File: config.mk
export PLATFORM = sky130hd
export DESIGN_NAME = rpqm_axis
export DESIGN_NICKNAME = d
export VERILOG_FILES = /design/src/rtl/core/rpqm_pkg.sv /design/src/rtl/core/rpqm_axis.sv
export SDC_FILE = /design/constraint.sdc
export NUM_CORES = 2
export LEC_CHECK = 0
export BUFFER_PORTS_ARGS = -buffer_cell sky130_fd_sc_hd__buf_2
export CORE_MARGIN = 2
export CORE_UTILIZATION = 23
export DETAILED_ROUTE_END_ITERATION = 6
export PLACE_DENSITY = 0.37
export RECOVER_POWER = 100
export SETUP_SLACK_MARGIN = 0.05
export SLEW_MARGIN = 20
export SYNTH_ARGS = -nofsm -noshare
export SYNTH_HDL_FRONTEND = slang
export SYNTH_SLANG_ARGS = --single-unit
File: constraint.sdc
create_clock -name clk -period 7.22 [get_ports clk]
set_input_delay 1.444 -clock clk [delete_from_list [all_inputs] [get_ports clk]]
set_output_delay 1.444 -clock clk [all_outputs]
set_load 0.03 [all_outputs]
File: src/rtl/core/rpqm_pkg.sv
// Shared types and constants for the rate PID quad motor mixer.
package rpqm_pkg;

    // Field widths
    localparam int RATE_W  = 16;
    localparam int STICK_W = 12;
    localparam int GAIN_W  = 16;
    localparam int MOTOR_W = 12;
    localparam int SUM_W   = 32;
    localparam int SP_W    = 11;
    localparam int CFG_IDX_W  = 3;
    localparam int CFG_DATA_W = 16;

    // Stick deadband edges in microseconds
    localparam logic [STICK_W-1:0] DEAD_HIGH = 12'd1508;
    localparam logic [STICK_W-1:0] DEAD_LOW  = 12'd1492;

    // Divide by three as multiply by 2731 / 2^13 (exact for 12-bit magnitudes)
    localparam logic [11:0] DIV3_MUL   = 12'd2731;
    localparam int          DIV3_SHIFT = 13;

    // Configuration register indexes
    localparam logic [CFG_IDX_W-1:0] REG_PR_P_GAIN  = 3'd0;
    localparam logic [CFG_IDX_W-1:0] REG_PR_I_GAIN  = 3'd1;
    localparam logic [CFG_IDX_W-1:0] REG_PR_D_GAIN  = 3'd2;
    localparam logic [CFG_IDX_W-1:0] REG_YAW_P_GAIN = 3'd3;
    localparam logic [CFG_IDX_W-1:0] REG_YAW_I_GAIN = 3'd4;
    localparam logic [CFG_IDX_W-1:0] REG_YAW_D_GAIN = 3'd5;
    localparam logic [CFG_IDX_W-1:0] REG_MOTOR_FLOOR = 3'd6;
    localparam logic [CFG_IDX_W-1:0] REG_MOTOR_CEIL  = 3'd7;

    // Configuration reset values
    localparam logic [GAIN_W-1:0]  PR_P_GAIN_INIT  = 16'd768;
    localparam logic [GAIN_W-1:0]  PR_I_GAIN_INIT  = 16'd0;
    localparam logic [GAIN_W-1:0]  PR_D_GAIN_INIT  = 16'd0;
    localparam logic [GAIN_W-1:0]  YAW_P_GAIN_INIT = 16'd256;
    localparam logic [GAIN_W-1:0]  YAW_I_GAIN_INIT = 16'd0;
    localparam logic [GAIN_W-1:0]  YAW_D_GAIN_INIT = 16'd0;
    localparam logic [MOTOR_W-1:0] MOTOR_FLOOR_INIT = 12'd1100;
    localparam logic [MOTOR_W-1:0] MOTOR_CEIL_INIT  = 12'd1800;

    // PID gains for one axis
    typedef struct packed {
        logic [GAIN_W-1:0] kp;
        logic [GAIN_W-1:0] ki;
        logic [GAIN_W-1:0] kd;
    } gains_t;

    // Pipeline load enables and the integrator update strobe
    typedef struct packed {
        logic ld_err;
        logic ld_sum;
        logic ld_prod;
        logic ld_axis;
        logic upd;
    } pipe_ctl_t;

    // Rate setpoint in whole deg/s: zero in the deadband, (stick - edge) / 3 toward zero
    function automatic logic signed [SP_W-1:0] stick_setpoint(input logic [STICK_W-1:0] stick);
        logic [STICK_W-1:0]   mag;
        logic [2*STICK_W-1:0] prod;
        logic [SP_W-1:0]      quo;
        mag = '0;
        if (stick > DEAD_HIGH)
        begin
            mag = stick - DEAD_HIGH;
        end
        else if (stick < DEAD_LOW)
        begin
            mag = DEAD_LOW - stick;
        end
        prod = mag * DIV3_MUL;
        quo  = prod[DIV3_SHIFT +: SP_W];
        if (stick < DEAD_LOW)
        begin
            return -$signed(quo);
        end
        return $signed(quo);
    endfunction

endpackage

File: src/rtl/core/rpqm_axis.sv
// One PID axis: error, saturating integrator, gain products and axis sum.
module rpqm_axis #(
    parameter int RATE_FRAC_BITS = 4,
    parameter int ERR_W          = 18,
    parameter int AX_W           = 51
) (
    input  logic                              clk,
    input  logic                              rst_n,
    input  rpqm_pkg::pipe_ctl_t               ctl,
    input  logic signed [rpqm_pkg::RATE_W-1:0] rate,
    input  logic [rpqm_pkg::STICK_W-1:0]      stick,
    input  logic                              clear,
    input  rpqm_pkg::gains_t                  gains,
    output logic signed [AX_W-1:0]            axis_out
);
    import rpqm_pkg::*;

    localparam int DIFF_W = ERR_W + 1;
    localparam int PT_W   = ERR_W + GAIN_W + 1;
    localparam int IT_W   = SUM_W + GAIN_W + 1;
    localparam int DT_W   = DIFF_W + GAIN_W + 1;

    logic signed [ERR_W-1:0]  rate_x;
    logic signed [ERR_W-1:0]  sp_x;
    logic signed [ERR_W-1:0]  err1_next;
    logic signed [ERR_W-1:0]  err1_reg;
    logic signed [SUM_W-1:0]  sum_reg;
    logic signed [ERR_W-1:0]  prev_reg;
    logic signed [SUM_W-1:0]  base_sum;
    logic signed [ERR_W-1:0]  base_prev;
    logic signed [SUM_W:0]    sum_wide;
    logic signed [SUM_W-1:0]  sum_next;
    logic signed [DIFF_W-1:0] diff_next;
    logic signed [SUM_W-1:0]  sum2_reg;
    logic signed [ERR_W-1:0]  err2_reg;
    logic signed [DIFF_W-1:0] diff2_reg;
    logic signed [PT_W-1:0]   pt_next;
    logic signed [IT_W-1:0]   it_next;
    logic signed [DT_W-1:0]   dt_next;
    logic signed [PT_W-1:0]   pt_reg;
    logic signed [IT_W-1:0]   it_reg;
    logic signed [DT_W-1:0]   dt_reg;
    logic signed [AX_W-1:0]   axis_next;
    logic signed [AX_W-1:0]   axis_reg;

    // Error = -rate - setpoint scaled to rate units
    assign rate_x    = ERR_W'(rate);
    assign sp_x      = ERR_W'(stick_setpoint(stick)) <<< RATE_FRAC_BITS;
    assign err1_next = -rate_x - sp_x;

    always_ff @(posedge clk)
    begin
        if (ctl.ld_err)
        begin
            err1_reg <= err1_next;
        end
    end

    // Integrate with saturation at the 32-bit limits; clear zeroes the state first
    assign base_sum  = clear ? '0 : sum_reg;
    assign base_prev = clear ? '0 : prev_reg;
    assign sum_wide  = (SUM_W + 1)'(base_sum) + (SUM_W + 1)'(err1_reg);
    assign diff_next = DIFF_W'(err1_reg) - DIFF_W'(base_prev);

    always_comb
    begin
        sum_next = sum_wide[SUM_W-1:0];
        if (sum_wide[SUM_W] != sum_wide[SUM_W-1])
        begin
            sum_next = sum_wide[SUM_W] ? {1'b1, {(SUM_W-1){1'b0}}} : {1'b0, {(SUM_W-1){1'b1}}};
        end
    end

    // Hold integrator and last error; advance only as an item passes
    always_ff @(posedge clk or negedge rst_n)
    begin
        if (!rst_n)
        begin
            sum_reg  <= '0;
            prev_reg <= '0;
        end
        else if (ctl.upd)
        begin
            sum_reg  <= sum_next;
            prev_reg <= err1_reg;
        end
    end

    always_ff @(posedge clk)
    begin
        if (ctl.ld_sum)
        begin
            sum2_reg  <= sum_next;
            err2_reg  <= err1_reg;
            diff2_reg <= diff_next;
        end
    end

    // Gain products, one multiplier per term
    assign pt_next = err2_reg * $signed({1'b0, gains.kp});
    assign it_next = sum2_reg * $signed({1'b0, gains.ki});
    assign dt_next = diff2_reg * $signed({1'b0, gains.kd});

    always_ff @(posedge clk)
    begin
        if (ctl.ld_prod)
        begin
            pt_reg <= pt_next;
            it_reg <= it_next;
            dt_reg <= dt_next;
        end
    end

    // Axis output
    assign axis_next = AX_W'(pt_reg) + AX_W'(it_reg) + AX_W'(dt_reg);

    always_ff @(posedge clk)
    begin
        if (ctl.ld_axis)
        begin
            axis_reg <= axis_next;
        end
    end

    assign axis_out = axis_reg;

endmodule

# --- Word-level counts from Yosys, hierarchy flattened ---
# Index checks and enable logic that the tools add are counted.
totals:
  regBits: 308
  inputBits: 84
  out_inout_bits: 51
  word_cells: 35
classes:
  addsub: 9
  n_mul: 4
  order_cmp: 2
  n_eq_ne: 1
  muxes: 9
op_table:
  columns: ["operator", "count"]
  rows:
  - ["$mux W32", 3]
  - ["$add A50 B36 Y51", 1]
  - ["$add A35 B49 Y50", 1]
  - ["$mul A32 B17 Y49", 1]
  - ["$mul A19 B17 Y36", 1]
  - ["$mul A18 B17 Y35", 1]
  - ["$add A32 B18 Y33", 1]
  - ["$mul A12 B12 Y24 const B", 1]
  - ["$mux W12", 2]
  - ["$mux W11", 2]
  - ["$sub A18 B18 Y19", 1]
  - ["$mux W18", 1]
  - ["$neg A16 Y18", 1]
  - ["$sub A18 B15 Y18", 1]
  - ["$gt A12 B11 Y1 const B", 1]
  - ["$lt A12 B11 Y1 const B", 1]
  - ["$sub A11 B12 Y12 const A", 1]
  - ["$sub A12 B11 Y12 const B", 1]
  - ["$neg A11 Y11", 1]
  - ["$mux W1", 1]
  - ["$ne A1 B1 Y1", 1]

# --- Logic depth before layout (Yosys ltp) ---
logic_depth:
  ltp_word: 8
  depth_mapped: 45
  mapped_depth_nobuf: 43

# --- Least setup slack after synthesis ---
# OpenSTA, ideal clock, no wires.
synth_path:
  path_kind: "input to register"
  startpoint: "input stick[1] (netlist name)"
  endpoint: "register err1_reg[16] (data pin)"
  setup_time_ns: 0.262
  t_arrival_ns: 9.585
  required_time_ns: 6.958
  setup_slack_ns: -2.627
  stages: 41
  path_buffers: 2
  cell_sequence: "inv_1 -> ha_1 -> a21oi_2 -> a21o_1 -> a21oi_1 -> and2_1 -> clkbuf_1 -> a21oi_1 -> a21oi_1 -> ha_1 -> inv_1 -> fa_1 -> fa_1 -> inv_1 -> fa_1 -> inv_1 -> fa_1 -> inv_1 -> [5 not listed] -> o221a_2 -> nor3b_1 -> xnor2_1 -> ha_1 -> o21ai_0 -> ha_1 -> ha_1 -> a21oi_1 -> o21bai_1 -> a21oi_1 -> o21bai_1 -> a21oi_1 -> o21bai_1 -> a21oi_1 -> o21ai_0 -> a21o_1 -> a21oi_1 -> xor2_1"
synth_between:
  elab_chain_cells: 8
  word_cells_on_any_way: 12
  cone_classes: "add/sub: 4; mul: 1; order compare: 2; mux: 5"
synth_rtl:
  columns: ["item", "line_no", "source"]
  rows:
  - ["start, declared", "rpqm_axis.sv:11", "input logic [rpqm_pkg::STICK_W-1:0] stick,"]
  - ["$sub A11 B12 Y12 / $lt A12 B11 Y1 (equally long branches)", "rpqm_pkg.sv:70, rpqm_pkg.sv:68, rpqm_pkg.sv:74", null]
  - ["$mux W12", "rpqm_pkg.sv:68", "else if (stick < DEAD_LOW)"]
  - ["$mux W12", "rpqm_pkg.sv:64", "if (stick > DEAD_HIGH)"]
  - ["$mul A12 B12 Y24", "rpqm_pkg.sv:72", "prod = mag * DIV3_MUL;"]
  - ["$neg A11 Y11", "rpqm_pkg.sv:76", "return -$signed(quo);"]
  - ["$mux W11", "rpqm_pkg.sv:74", "if (stick < DEAD_LOW)"]
  - ["$mux W11 *", "rpqm_pkg.sv:78", "return $signed(quo);"]
  - ["$sub A18 B15 Y18 *", "rpqm_axis.sv:49", "assign err1_next = -rate_x - sp_x;"]
  - ["via err1_next[16]", "rpqm_axis.sv:25", "logic signed [ERR_W-1:0] err1_next;"]
  - ["end signal, assigned", "rpqm_axis.sv:55", "err1_reg <= err1_next;"]
  - ["end, declared", "rpqm_axis.sv:26", "logic signed [ERR_W-1:0] err1_reg;"]
# Mark *: on every way through the listed nets, which the timed path passes. The rest lies on a longest branch. The select of a mux whose other input is x is not followed.
# A chain may end at the register's enable or synchronous reset.

# --- Worst setup path after layout ---
layout_path:
  startpoint: "input stick[3] (netlist name)"
  endpoint: "register err1_reg[16] (data pin)"
# Same word-level chain as after synthesis.

==> reports/metrics.cfg <==
[run_status]
status = finished, violations left
violations = capacitance limit, slew limit, setup timing

[place]
hpwlAfterDp_mm = 152.3
place_area_um2 = 70770
numPlacedInstances = 10250
place_congestion = 0.8041
port_buffers = 134

[detailed_routing]
ant_nets = 0
drtPass1Iterations = 5
route.detailed.drc = 0
viasPerCell = 4.117
wl_per_cell_um = 16.89
vias = 42980
wl_mm = 176.3
drt_iter0_drc = 1617

[floorplanning]
die-height_um = 514.4
row_count = 187
start_util_pct = 23.11
die_x_um = 514.4
coreArea_um2 = 259200
dieArea_um2 = 264600
io_pins = 135

[logic_synthesis]
synth.area.top_cells = fa_1, edfxtp_1, ha_1, inv_1, and2_1
synth_common_cells = inv_1, fa_1, nand2_1, ha_1, and2_1
synth.distinct_cells = 83
synthFlopType = edfxtp_1
syn_nets = 7936
synth_edf_count = 258
yosys_warnings = 0
synth_most_common_cell = inv_1
synth_area_um2 = 59910
postSynthCellCount = 6162
synthArstFlopShare_pct = 16.23
post-synth-top-area-cell = fa_1
avgSynthCellArea_um2 = 9.722
synth_top_area_share_pct = 39.47
ys_seq_area_share_pct = 15.02
synth_seq_cells = 308

[cts]
hold_buffers = 0
h-tree-depth = 2
cts_made_buffers = 42
cts_root_buf = clkbuf_16
cts.path.max_buffers = 3
clk_latency_ps = 620
clkTransAtPathRegs_ps = 50
cts_sinks = 308
cts_tree = yes

[critical_path]
start_kind = input pin
r2r-start = sum2_reg[9]$_DFFE_PP_
r2r-end = it_reg[46]$_DFFE_PP_
crit_slowest_cell = fa_1
crit_family = adder cells
path_class = input pin to register
arrival_ps = 8910
endpoint_kind = register
critPathBufInv = 8
worst_path_most_repeated_cell = ha_4
rr_worst_depth = 24
rrSetupSlack_ps = -20
crit_fanout = 5
cp_data_required_time_ps = 7580
slowest_delay_ps = 520

[min_path]
hp-start = sum_reg[12]$_DFFE_PN0P_
whs_endpoint = sum_reg[12]$_DFFE_PN0P_
whs_path_depth = 1
hold_path.class = register to register

[cells_and_area]
fin_cells = 10440
drive_above_1_share_pct = 19.82
finish.instance_area_um2 = 74920
area_delta_synth_final_pct = 25.07
finalNetCount = 8778
largest_reg_flops = 51
num-fill-cells = 27400

[timing]
whs_ps = 498.3
fin_skew_ps = 29.50
drv_slew = 365
fin_crit_sh_pct = 118.4
setup_ws_ps = -1328
timing.fmax_mhz = 117.0
min_period_ps = 8548
rsz0062_at_grt = yes
hold_viol = 0
worst_pin_slew_ps = 4632
slew-limit-headroom_pct = -208.8
setup_violations = 37

[grt]
antenna_found_initial = 21
grtUsageMet2_pct = 22.99
use_met3_pct = 1.047
grtUsageTotal_pct = 13.68
grt_overflow = 0
grt_max_degree = 79
grt_pass1_wl_mm = 284.5
grt_pass1_vias = 48080
met1_usage_pct = 19.63
grt.busiest_layer = met2

[run]
maxCapViolations = 8

-- worst max path at each step --
stage                   from                     end  slack (ps)  cells after the start
global placement    stick[1]  err1_reg[16]$_DFFE_PP_       -2250                     37
detailed placement  stick[3]  err1_reg[16]$_DFFE_PP_       -2300                     40
finish              stick[3]  err1_reg[16]$_DFFE_PP_       -1330                     43
global route        stick[3]  err1_reg[16]$_DFFE_PP_       -1700                     43
CTS                 stick[3]  err1_reg[16]$_DFFE_PP_       -1300                     43
floorplan           stick[1]  err1_reg[16]$_DFFE_PP_       -1650                     42
-- through the flow --
| step | util (%) | TNS, ps | setup WS, ps |
|---|---|---|---|
| after floorplan | - | -15080 | -1648 |
| after global placement | 27.30 | -54690 | -2253 |
| after detailed placement | 27.30 | -52850 | -2303 |
| after CTS | 28.50 | -11900 | -1295 |
| after global routing | 28.90 | -37610 | -1703 |
| final | 28.90 | -19140 | -1328 |
-- final cells by class --
class	instances	area [um2]	area share (%)
multi-input cells	4272	47110	62.88
flip-flops and latches	308	8999	12.01
repair buffers	1002	7974	10.64
inverters	1378	5189	6.925
well taps	3402	4257	5.681
clock buffers	54	1106	1.476
clock inverters	21	285.3	0.3808
diodes	2	5.005	0.006680
-- repair_timing --
action | 4_1_cts | 5_1_grt
endpoints found under the setup margin | 35 | 38
gates resized for setup | 249 | 246
pin swaps | 169 | 171
setup buffers | 59 | 55
cloned | 4 | 1
-- per-layer routing --
metal  share of wire [%]  wire length (um)
met5               0.035                62
met4                 1.2              2116
met3                 2.5              4401
met2                  47             82700
met1                  49             87030
-- placed cells by master (no fill, tap or decap), types with 34 or more instances in the layout --
| cell type | n |
|---|---|
| clkbuf_1 | 94 |
| o21a_1 | 37 |
| fa_1 | 1151 |
| buf_4 | 747 |
| edfxtp_1 | 258 |
| buf_12 | 36 |
| nand2_1 | 694 |
| inv_2 | 36 |
| buf_2 | 45 |
| mux2_2 | 44 |
| nor2b_1 | 62 |
| a21o_1 | 107 |
| ha_1 | 447 |
| o21ai_0 | 90 |
| xnor2_1 | 146 |
| nand2b_1 | 46 |
| inv_1 | 1337 |
| nand2_2 | 34 |
| xor2_1 | 66 |
| nor2_1 | 138 |
| dfrtp_1 | 50 |
| and2_1 | 458 |
| ha_4 | 56 |
| clkbuf_16 | 43 |
| a21oi_1 | 150 |
| nand3_1 | 36 |
| buf_6 | 58 |
-- logic make-up after synthesis --
| kind of cell | share of synthesized area (%) |
|---|---|
| multiplexers | 0.8960 |
| XOR/XNOR | 3.346 |
| flip-flops | 15.02 |
| AO/OA/AOI/OAI | 7.091 |
| buffers and inverters | 9.925 |
| adder cells (fa/ha/maj) | 50.35 |
| AND/OR/NAND/NOR | 13.37 |
Power is not shown: default switching activity piles up to over one toggle a cycle in this logic, so the estimate is an artifact.
